`src/lrsi_pkg.sv`:
```
package lrsi_pkg;

  localparam int unsigned COORD_BITS_DEF = 12;
  localparam int unsigned FRAC_BITS_DEF  = 16;

  localparam int unsigned PADDR_W = 3;
  localparam int unsigned REG_W   = 32;

  localparam int unsigned ORIGIN_RESET = 399;

  localparam logic REQ_START = 1'b0;
  localparam logic REQ_STEP  = 1'b1;

  localparam logic REG_ORIGIN_X = 1'b0;
  localparam logic REG_ORIGIN_Y = 1'b1;

endpackage

```
`src/lrsi_req_if.sv`:
```
interface lrsi_req_if import lrsi_pkg::*; #(
  parameter int unsigned COORD_BITS = COORD_BITS_DEF
) ();
  logic                         valid;
  logic                         ready;
  logic                         req_type;
  logic signed [COORD_BITS-1:0] start_x;
  logic signed [COORD_BITS-1:0] start_y;
  logic signed [COORD_BITS-1:0] end_x;
  logic signed [COORD_BITS-1:0] end_y;

  modport source (
    output valid, req_type, start_x, start_y, end_x, end_y,
    input  ready
  );

  modport sink (
    input  valid, req_type, start_x, start_y, end_x, end_y,
    output ready
  );
endinterface

```
`src/lrsi_pix_if.sv`:
```
interface lrsi_pix_if import lrsi_pkg::*; #(
  parameter int unsigned COORD_BITS = COORD_BITS_DEF
) ();
  logic                  valid;
  logic                  ready;
  logic [COORD_BITS-1:0] pixel_x;
  logic [COORD_BITS-1:0] pixel_y;
  logic                  last_pixel;

  modport source (
    output valid, pixel_x, pixel_y, last_pixel,
    input  ready
  );

  modport sink (
    input  valid, pixel_x, pixel_y, last_pixel,
    output ready
  );
endinterface

```
`src/lrsi_div.sv`:
```
module lrsi_div import lrsi_pkg::*; #(
  parameter int unsigned NUM_W = COORD_BITS_DEF + FRAC_BITS_DEF + 2,
  parameter int unsigned DEN_W = COORD_BITS_DEF + 1
) (
  input  logic             clk_i,
  input  logic             rst_ni,
  input  logic             start_i,
  input  logic [NUM_W-1:0] num_i,
  input  logic [DEN_W-1:0] den_i,
  output logic             done_o,
  output logic [NUM_W-1:0] quo_o
);

  localparam int unsigned CNT_W = $clog2(NUM_W + 1);

  logic             busy_q, busy_d;
  logic             done_q, done_d;
  logic [CNT_W-1:0] cnt_q, cnt_d;
  logic [DEN_W-1:0] rem_q, rem_d;
  logic [DEN_W-1:0] den_q, den_d;
  logic [NUM_W-1:0] quo_q, quo_d;

  logic [DEN_W:0] trial;
  logic [DEN_W:0] diff;
  logic           fits;

  // one quotient bit per cycle, restoring
  always_comb begin
    trial = {rem_q, quo_q[NUM_W-1]};
    diff  = trial - {1'b0, den_q};
    fits  = trial >= {1'b0, den_q};
  end

  always_comb begin
    busy_d = busy_q;
    done_d = 1'b0;
    cnt_d  = cnt_q;
    rem_d  = rem_q;
    den_d  = den_q;
    quo_d  = quo_q;
    if (start_i) begin
      busy_d = 1'b1;
      cnt_d  = CNT_W'(NUM_W);
      rem_d  = '0;
      den_d  = den_i;
      quo_d  = num_i;
    end else if (busy_q) begin
      rem_d = fits ? diff[DEN_W-1:0] : trial[DEN_W-1:0];
      quo_d = {quo_q[NUM_W-2:0], fits};
      cnt_d = cnt_q - CNT_W'(1);
      if (cnt_q == CNT_W'(1)) begin
        busy_d = 1'b0;
        done_d = 1'b1;
      end
    end
  end

  always_ff @(posedge clk_i or negedge rst_ni) begin
    if (!rst_ni) begin
      busy_q <= 1'b0;
      done_q <= 1'b0;
      cnt_q  <= '0;
      rem_q  <= '0;
      den_q  <= '0;
      quo_q  <= '0;
    end else begin
      busy_q <= busy_d;
      done_q <= done_d;
      cnt_q  <= cnt_d;
      rem_q  <= rem_d;
      den_q  <= den_d;
      quo_q  <= quo_d;
    end
  end

  assign done_o = done_q;
  assign quo_o  = quo_q;

  a_no_restart: assert property (@(posedge clk_i) disable iff (!rst_ni)
    start_i |-> !busy_q)
    else $error("divider restarted while busy");

endmodule

```
`src/line_rasterizer_slope_intercept_top.sv`:
```
// start request: setup, slope division, multiply, rounding and output from accept to pixel,
//   the bit-serial slope divider giving one quotient bit per cycle; a point line skips the divider
// next-pixel request: one multiply, one rounding and one output state
// one request in flight at a time; ready again the cycle the pixel is registered
// reset: async active low, no line active, origins 399, output empty
module line_rasterizer_slope_intercept_top import lrsi_pkg::*; #(
  parameter int unsigned COORD_BITS = COORD_BITS_DEF,
  parameter int unsigned FRAC_BITS  = FRAC_BITS_DEF
) (
  input  logic               clk_i,
  input  logic               rst_ni,
  lrsi_req_if.sink           in_i,
  lrsi_pix_if.source         out_o,
  input  logic               psel,
  input  logic               penable,
  input  logic               pwrite,
  input  logic [PADDR_W-1:0] paddr,
  input  logic [REG_W-1:0]   pwdata,
  output logic [REG_W-1:0]   prdata,
  output logic               pready
);

  localparam int unsigned C      = COORD_BITS;
  localparam int unsigned F      = FRAC_BITS;
  localparam int unsigned NUM_W  = C + F + 2;
  localparam int unsigned DEN_W  = C + 1;
  localparam int unsigned SLP_W  = F + 2;
  localparam int unsigned PROD_W = F + C + 3;

  localparam logic signed [SLP_W-1:0] SLOPE_MAX = {2'b01, {F{1'b0}}};

  typedef enum logic [2:0] {
    ST_IDLE,
    ST_PREP,
    ST_DIV,
    ST_MUL,
    ST_RND,
    ST_EMIT
  } state_e;

  state_e state_q, state_d;

  logic                     line_active_q, line_active_d;
  logic                     steep_q, steep_d;
  logic signed [C-1:0]      major_current_q, major_current_d;
  logic signed [C-1:0]      major_start_q, major_start_d;
  logic signed [C-1:0]      major_final_q, major_final_d;
  logic [C-1:0]             minor_start_q, minor_start_d;
  logic signed [SLP_W-1:0]  slope_q, slope_d;
  logic                     slope_neg_q, slope_neg_d;
  logic signed [PROD_W-1:0] prod_q, prod_d;
  logic [C-1:0]             rnd_q, rnd_d;
  logic signed [C-1:0]      sx_q, sx_d, sy_q, sy_d, ex_q, ex_d, ey_q, ey_d;
  logic                     out_valid_q, out_valid_d;
  logic [C-1:0]             pix_x_q, pix_x_d, pix_y_q, pix_y_d;
  logic                     last_q, last_d;
  logic [C-1:0]             origin_x_q, origin_x_d, origin_y_q, origin_y_d;

  logic                     div_start;
  logic [NUM_W-1:0]         div_num;
  logic [DEN_W-1:0]         div_den;
  logic                     div_done;
  logic [NUM_W-1:0]         div_quo;

  logic signed [C:0]        dx, dy, dmaj_s, dmin_s;
  logic [C:0]               adx, ady;
  logic                     steep_w, swap;
  logic [C-1:0]             dmaj, dmin_mag;
  logic signed [C-1:0]      a1, a2, b1, b2;
  logic [SLP_W-1:0]         slope_mag;
  logic [C-1:0]             off;
  logic signed [C:0]        off_s;
  logic                     prod_neg;
  logic [PROD_W-1:0]        mag, rsum;
  logic [C-1:0]             rnd_c;
  logic [C-1:0]             minor, x_c, y_c;
  logic                     at_final;
  logic                     out_load;
  logic                     in_fire;
  logic                     cfg_write;
  logic [PADDR_W-3:0]       reg_idx;

  lrsi_div #(
    .NUM_W (NUM_W),
    .DEN_W (DEN_W)
  ) u_div (
    .clk_i   (clk_i),
    .rst_ni  (rst_ni),
    .start_i (div_start),
    .num_i   (div_num),
    .den_i   (div_den),
    .done_o  (div_done),
    .quo_o   (div_quo)
  );

  // line setup from the latched endpoints
  always_comb begin
    dx       = {ex_q[C-1], ex_q} - {sx_q[C-1], sx_q};
    dy       = {ey_q[C-1], ey_q} - {sy_q[C-1], sy_q};
    adx      = dx[C] ? -dx : dx;
    ady      = dy[C] ? -dy : dy;
    steep_w  = ady > adx;
    dmaj_s   = steep_w ? dy : dx;
    dmin_s   = steep_w ? dx : dy;
    swap     = dmaj_s[C];
    dmaj     = steep_w ? ady[C-1:0] : adx[C-1:0];
    dmin_mag = steep_w ? adx[C-1:0] : ady[C-1:0];
    a1       = steep_w ? sy_q : sx_q;
    a2       = steep_w ? ey_q : ex_q;
    b1       = steep_w ? sx_q : sy_q;
    b2       = steep_w ? ex_q : ey_q;
    div_num  = {1'b0, dmin_mag, {F{1'b0}}, 1'b0} + NUM_W'(dmaj);
    div_den  = {dmaj, 1'b0};
  end

  // pixel datapath
  always_comb begin
    slope_mag = {1'b0, div_quo[F:0]};
    off       = major_current_q - major_start_q;
    off_s     = $signed({1'b0, off});
    prod_neg  = prod_q[PROD_W-1];
    mag       = prod_neg ? -prod_q : prod_q;
    rsum      = mag + (PROD_W'(1) << (F - 1));
    rnd_c     = rsum[F+C-1:F];
    minor     = minor_start_q + rnd_q;
    x_c       = steep_q ? minor : major_current_q;
    y_c       = steep_q ? major_current_q : minor;
    at_final  = major_current_q >= major_final_q;
  end

  assign in_fire   = in_i.valid && in_i.ready;
  assign out_load  = !out_valid_q || out_o.ready;
  assign cfg_write = psel && penable && pwrite && pready;
  assign reg_idx   = paddr[PADDR_W-1:2];

  always_comb begin
    state_d         = state_q;
    line_active_d   = line_active_q;
    steep_d         = steep_q;
    major_current_d = major_current_q;
    major_start_d   = major_start_q;
    major_final_d   = major_final_q;
    minor_start_d   = minor_start_q;
    slope_d         = slope_q;
    slope_neg_d     = slope_neg_q;
    prod_d          = prod_q;
    rnd_d           = rnd_q;
    sx_d            = sx_q;
    sy_d            = sy_q;
    ex_d            = ex_q;
    ey_d            = ey_q;
    out_valid_d     = out_valid_q && !out_o.ready;
    pix_x_d         = pix_x_q;
    pix_y_d         = pix_y_q;
    last_d          = last_q;
    origin_x_d      = origin_x_q;
    origin_y_d      = origin_y_q;
    div_start       = 1'b0;

    case (state_q)
      ST_IDLE: begin
        if (in_fire) begin
          if (in_i.req_type == REQ_START) begin
            sx_d    = in_i.start_x;
            sy_d    = in_i.start_y;
            ex_d    = in_i.end_x;
            ey_d    = in_i.end_y;
            state_d = ST_PREP;
          end else if (line_active_q) begin
            major_current_d = major_current_q + C'(1);
            state_d         = ST_MUL;
          end
        end
      end
      ST_PREP: begin
        steep_d         = steep_w;
        major_start_d   = swap ? a2 : a1;
        major_current_d = swap ? a2 : a1;
        major_final_d   = swap ? a1 : a2;
        minor_start_d   = swap ? b2 : b1;
        slope_neg_d     = dmin_s[C] ^ swap;
        if (dmaj == '0) begin
          slope_d = '0;
          state_d = ST_MUL;
        end else begin
          div_start = 1'b1;
          state_d   = ST_DIV;
        end
      end
      ST_DIV: begin
        if (div_done) begin
          slope_d = slope_neg_q ? -$signed(slope_mag) : $signed(slope_mag);
          state_d = ST_MUL;
        end
      end
      ST_MUL: begin
        prod_d  = slope_q * off_s;
        state_d = ST_RND;
      end
      ST_RND: begin
        rnd_d   = prod_neg ? -rnd_c : rnd_c;
        state_d = ST_EMIT;
      end
      ST_EMIT: begin
        if (out_load) begin
          out_valid_d   = 1'b1;
          pix_x_d       = x_c + origin_x_q;
          pix_y_d       = y_c + origin_y_q;
          last_d        = at_final;
          line_active_d = !at_final;
          state_d       = ST_IDLE;
        end
      end
      default: begin
        state_d = ST_IDLE;
      end
    endcase

    if (cfg_write) begin
      case (reg_idx)
        REG_ORIGIN_X: origin_x_d = pwdata[C-1:0];
        REG_ORIGIN_Y: origin_y_d = pwdata[C-1:0];
        default: begin
        end
      endcase
    end
  end

  always_ff @(posedge clk_i or negedge rst_ni) begin
    if (!rst_ni) begin
      state_q         <= ST_IDLE;
      line_active_q   <= 1'b0;
      steep_q         <= 1'b0;
      major_current_q <= '0;
      major_start_q   <= '0;
      major_final_q   <= '0;
      minor_start_q   <= '0;
      slope_q         <= '0;
      slope_neg_q     <= 1'b0;
      prod_q          <= '0;
      rnd_q           <= '0;
      sx_q            <= '0;
      sy_q            <= '0;
      ex_q            <= '0;
      ey_q            <= '0;
      out_valid_q     <= 1'b0;
      pix_x_q         <= '0;
      pix_y_q         <= '0;
      last_q          <= 1'b0;
      origin_x_q      <= C'(ORIGIN_RESET);
      origin_y_q      <= C'(ORIGIN_RESET);
    end else begin
      state_q         <= state_d;
      line_active_q   <= line_active_d;
      steep_q         <= steep_d;
      major_current_q <= major_current_d;
      major_start_q   <= major_start_d;
      major_final_q   <= major_final_d;
      minor_start_q   <= minor_start_d;
      slope_q         <= slope_d;
      slope_neg_q     <= slope_neg_d;
      prod_q          <= prod_d;
      rnd_q           <= rnd_d;
      sx_q            <= sx_d;
      sy_q            <= sy_d;
      ex_q            <= ex_d;
      ey_q            <= ey_d;
      out_valid_q     <= out_valid_d;
      pix_x_q         <= pix_x_d;
      pix_y_q         <= pix_y_d;
      last_q          <= last_d;
      origin_x_q      <= origin_x_d;
      origin_y_q      <= origin_y_d;
    end
  end

  assign in_i.ready       = state_q == ST_IDLE;
  assign out_o.valid      = out_valid_q;
  assign out_o.pixel_x    = pix_x_q;
  assign out_o.pixel_y    = pix_y_q;
  assign out_o.last_pixel = last_q;

  assign pready = 1'b1;
  assign prdata = (reg_idx == REG_ORIGIN_Y) ? REG_W'(origin_y_q) : REG_W'(origin_x_q);

  a_start_to_prep: assert property (@(posedge clk_i) disable iff (!rst_ni)
    (in_fire && in_i.req_type == REQ_START) |=> state_q == ST_PREP)
    else $error("start request did not enter setup");

  a_slope_bound: assert property (@(posedge clk_i) disable iff (!rst_ni)
    state_q == ST_MUL |-> (slope_q <= SLOPE_MAX && slope_q >= -SLOPE_MAX))
    else $error("slope out of range");

  a_active_in_line: assert property (@(posedge clk_i) disable iff (!rst_ni)
    line_active_q |-> major_current_q <= major_final_q)
    else $error("major coordinate past line end");

  a_emit_free: assert property (@(posedge clk_i) disable iff (!rst_ni)
    (state_q == ST_EMIT && !out_valid_q) |=> (out_valid_q && state_q == ST_IDLE))
    else $error("pixel not registered with free output");

endmodule
```
`src/flat_wrapper.sv`:
```
// flat-port wrapper written by rule: the top's interface ports become plain ports
module line_rasterizer_slope_intercept_top_flat import lrsi_pkg::*;
#(
  parameter int unsigned COORD_BITS = COORD_BITS_DEF,
  parameter int unsigned FRAC_BITS  = FRAC_BITS_DEF
)
  (clk_i, rst_ni, psel, penable, pwrite, paddr, pwdata, prdata, pready, in_i_valid, in_i_req_type, in_i_start_x, in_i_start_y, in_i_end_x, in_i_end_y, in_i_ready, out_o_valid, out_o_pixel_x, out_o_pixel_y, out_o_last_pixel, out_o_ready);
  lrsi_req_if #(.COORD_BITS(COORD_BITS)) in_i_i ();
  lrsi_pix_if #(.COORD_BITS(COORD_BITS)) out_o_i ();
  input  logic clk_i;
  input  logic rst_ni;
  input  logic psel;
  input  logic penable;
  input  logic pwrite;
  input  logic [PADDR_W-1:0] paddr;
  input  logic [REG_W-1:0] pwdata;
  output logic [REG_W-1:0] prdata;
  output logic pready;
  input wire logic [$bits(in_i_i.valid)-1:0] in_i_valid;
  input wire logic [$bits(in_i_i.req_type)-1:0] in_i_req_type;
  input wire logic [$bits(in_i_i.start_x)-1:0] in_i_start_x;
  input wire logic [$bits(in_i_i.start_y)-1:0] in_i_start_y;
  input wire logic [$bits(in_i_i.end_x)-1:0] in_i_end_x;
  input wire logic [$bits(in_i_i.end_y)-1:0] in_i_end_y;
  output wire logic [$bits(in_i_i.ready)-1:0] in_i_ready;
  output wire logic [$bits(out_o_i.valid)-1:0] out_o_valid;
  output wire logic [$bits(out_o_i.pixel_x)-1:0] out_o_pixel_x;
  output wire logic [$bits(out_o_i.pixel_y)-1:0] out_o_pixel_y;
  output wire logic [$bits(out_o_i.last_pixel)-1:0] out_o_last_pixel;
  input wire logic [$bits(out_o_i.ready)-1:0] out_o_ready;
  assign in_i_i.valid = in_i_valid;
  assign in_i_i.req_type = in_i_req_type;
  assign in_i_i.start_x = in_i_start_x;
  assign in_i_i.start_y = in_i_start_y;
  assign in_i_i.end_x = in_i_end_x;
  assign in_i_i.end_y = in_i_end_y;
  assign in_i_ready = in_i_i.ready;
  assign out_o_valid = out_o_i.valid;
  assign out_o_pixel_x = out_o_i.pixel_x;
  assign out_o_pixel_y = out_o_i.pixel_y;
  assign out_o_last_pixel = out_o_i.last_pixel;
  assign out_o_i.ready = out_o_ready;
  line_rasterizer_slope_intercept_top #(.COORD_BITS(COORD_BITS), .FRAC_BITS(FRAC_BITS)) u_core (.clk_i(clk_i), .rst_ni(rst_ni), .in_i(in_i_i), .out_o(out_o_i), .psel(psel), .penable(penable), .pwrite(pwrite), .paddr(paddr), .pwdata(pwdata), .prdata(prdata), .pready(pready));
endmodule
```
`config.mk`:
```
export PLATFORM = sky130hd
export DESIGN_NAME = line_rasterizer_slope_intercept_top_flat
export DESIGN_NICKNAME = d
export VERILOG_FILES = /design/src/lrsi_pkg.sv /design/src/lrsi_req_if.sv /design/src/lrsi_pix_if.sv /design/src/lrsi_div.sv /design/src/line_rasterizer_slope_intercept_top.sv /design/src/flat_wrapper.sv
export SDC_FILE = /design/constraint.sdc
export NUM_CORES = 1
export LEC_CHECK = 0
export BUFFER_PORTS_ARGS = -buffer_cell sky130_fd_sc_hd__buf_4
export CORE_MARGIN = 2
export CORE_UTILIZATION = 60
export CTS_BUF_LIST = sky130_fd_sc_hd__clkbuf_4 sky130_fd_sc_hd__clkbuf_8
export DETAILED_ROUTE_END_ITERATION = 8
export PLACE_DENSITY = 0.79
export SLEW_MARGIN = 5
export SYNTH_ARGS = -nofsm -noshare
export SYNTH_HDL_FRONTEND = slang
export SYNTH_SLANG_ARGS = --single-unit
```
`constraint.sdc`:
```
create_clock -name clk_i -period 22 [get_ports clk_i]
set_input_delay 0 -clock clk_i [delete_from_list [all_inputs] [get_ports clk_i]]
set_output_delay 0 -clock clk_i [all_outputs]
set_load 0.02 [all_outputs]
```
==> results.ini <==
[timing]
tightestPinTransition_ns=1.25
fin_worst_skew_ns=0.0389
relSlewSlack_pct=16.4
tns_ns=0
finalHoldViolations=0
rsz0062_at_grt=no
max_freq_ghz=0.116
layout_setup_ws_ns=13.36
finalSetupViolations=0
min_period_ns=8.64
period_share_pct=39.3
final_max_slew_viol_count=0

[clock_tree]
clkTransAtPathRegs_ns=0.06
clockBufferDepth=3
cts_root_buf=clkbuf_8
clock_latency_ns=0.64
cts_hold_buf=64
cts_resized=0
post_cts_buffers=0
htreeDepth=2
cts_tree=built
cts_made_buffers=47
cts.sinks=273

[synthesis]
synth_cell_types=88
synth_seq_cells=273
ys_seq_area_share_pct=25.9
ys.flop_type=dfrtp_1
ys_async_sr_fraction_pct=100
synth_cells=2940
avgSynthCellArea_um2=9.00
synth_edf_count=0
syn_area_um2=26500
yosysWarnings=0

[run_status]
status=finished clean

[floorplanning]
die_w_um=214
row_count=76
core_area_um2=43300
die_h_um=214
die-area_um2=45800
initial_core_util_pct=61.2
ioPinCount=151

[setup_path]
r2r_start=u_core.major_current_q[1]$_DFFE_PN0P_
crit_type=register to register
slowest_delay_ns=0.75
critical_path_buf_inv_count=2
cpMostUsedCell=o21ai_0
cp_top_family=compound AO/OA/AOI/OAI gates
startpoint_type=register
startpoint=u_core.major_current_q[1]$_DFFE_PN0P_
end_kind=register
cp.arrival_ns=9.11
cp_max_fo=19
cp.required_ns=22.47
crit_slowest_cell=xnor2_2
ff2ff_setup_slack_ns=13.36

[grt]
grt_util_all_layers_pct=30.7
antenna_found_initial=3
grt_overflow=0
grt_pass1_vias=22300
grt_pass1_wl_mm=114
grt_max_degree=119

[min_path]
hold_class=input port to async pin

[routing]
drtIter0Drc=1681
drt_first_pass_iters=5
ant_nets=0
wl_per_cell_um=18.8
vias=21700
remaining_drc_errors=0
post_drt_via_cell_ratio=5.89
finalWirelength_mm=69.1

[place]
place_hpwl_mm=49.9
dpl-instance-area_um2=27700
gp_congestion=1.02
place_ws_ns=13.41
io_buffer_count=107

[final_layout]
drive_gt1_share_pct=12.8
fillCellCount=3256
final_util_pct=68.0
syn2layout_area_growth_pct=11.1
fin_area_um2=29400
layout.nets=3531

[run]
drv_cap=0

## worst reg2reg max path: cells and delay by family (launching register included)
family | cells | cell delay (ns)
flops | 1 | 0.52
buf+inv | 2 | 0.09
simple gates | 3 | 0.41
fa+ha+maj | 7 | 3.00
compound gates | 17 | 3.52
xor+xnor | 2 | 0.95
## path summary, 6_finish.rpt
path,cells past startpoint,to
max in group asynchronous,3,u_core.u_div.busy_q$_DFF_PN0_
worst min register to register,2,u_core.minor_start_q[4]$_DFFE_PN0P_
worst min-delay path,2,u_core.major_start_q[9]$_DFFE_PN0P_
worst max register to register,31,u_core.prod_q[27]$_DFFE_PN0N_
worst max-delay path,31,u_core.prod_q[27]$_DFFE_PN0N_
min in group clk_i,3,u_core.ex_q[2]$_DFFE_PN0P_
## sequential cells by signal, indices dropped and copies added, names as in the netlist, 13 cells and up
name and count:
u_core.prod_q 29, u_core.u_div.rem_q 13, u_core.u_div.quo_o 30, u_core.slope_q 18
## kinds of logic after synthesis
kind of cell / count (synthesis) / synth area share, %
buffers and inverters: 529 / 7.98
AOI/OAI and AO/OA: 578 / 14.0
other: 2 / 0.0284
DFF: 273 / 25.9
muxes: 199 / 8.56
and+or+nand+nor: 814 / 14.2
adders and majority gates: 389 / 24.2
xor gates and xnor gates: 156 / 5.16
## metrics by stage
step / instances / hold WS, ns
final: 3677 / 0.100
after global routing: 3675 / 0.145
after CTS: 3672 / 0.116
after detailed placement: 3523 / 0.184
after global placement: 3523 / 0.167
after floorplan: 2959 / -0.296
## synthesized netlist by cell type, drive strengths merged (38+ instances only)
| master | instances | area share [%] |
|---|---|---|
| ha | 184 | 8.7 |
| nand3 | 38 | 0.76 |
| mux2i | 62 | 2.4 |
| mux2 | 129 | 5.5 |
| clkbuf | 110 | 1.6 |
| buf | 44 | 1.1 |
| xor2 | 63 | 2.1 |
| and2 | 64 | 1.5 |
| o21ai | 196 | 3.7 |
| a21o | 38 | 1.1 |
| xnor2 | 93 | 3.1 |
| nor2 | 154 | 2.2 |
| dfrtp | 261 | 25 |
| inv | 375 | 5.3 |
| nand2 | 382 | 5.4 |
| a21oi | 130 | 2.5 |
| fa | 205 | 16 |
## area by class of cell
| cell class | count | area, um2 | area share [%] |
|---|---|---|---|
| clock inverters | 12 | 153 | 0.519 |
| flip-flops and latches | 273 | 6850 | 23.3 |
| well taps | 585 | 732 | 2.49 |
| clock buffers | 73 | 948 | 3.23 |
| diodes | 5 | 12.5 | 0.0425 |
| repair buffers | 197 | 1650 | 5.60 |
| inverters | 375 | 1410 | 4.79 |
| multi-input cells | 2157 | 17700 | 60.1 |
## layer usage
metal,track usage [%],part of all wire [%],vias to the layer above
li1,-,-,10000
met2,52.9,50,788
met5,0,0,-
met4,12.6,3.9,0
met3,4.82,6.6,190
met1,38.7,40,10700
## cell usage in the layout (no fill, tap or decap), types with 10 or more instances in the layout
cell type	count
nand2b_1	26
xor2_1	62
clkbuf_8	64
inv_1	375
a211oi_1	17
o31ai_1	16
a21oi_1	129
a31oi_1	16
fa_1	205
mux2_1	20
nand2_1	381
ha_1	184
o211ai_1	26
mux2i_1	60
conb_1	21
and2_1	64
xnor2_1	91
o2bb2ai_1	13
or3_1	13
nand4_1	14
dfrtp_1	260
a21o_1	38
nor2b_1	37
o21bai_1	17
nor2_1	150
nor3_1	31
o21ai_0	191
buf_4	132
mux2_2	109
o21a_1	10
dlygate4sd3_1	64
nand3_1	35
dfstp_2	12
Power is left out: the tool's default activity adds up to more than one toggle a clock period on the data nets, which glitch-free logic cannot reach.
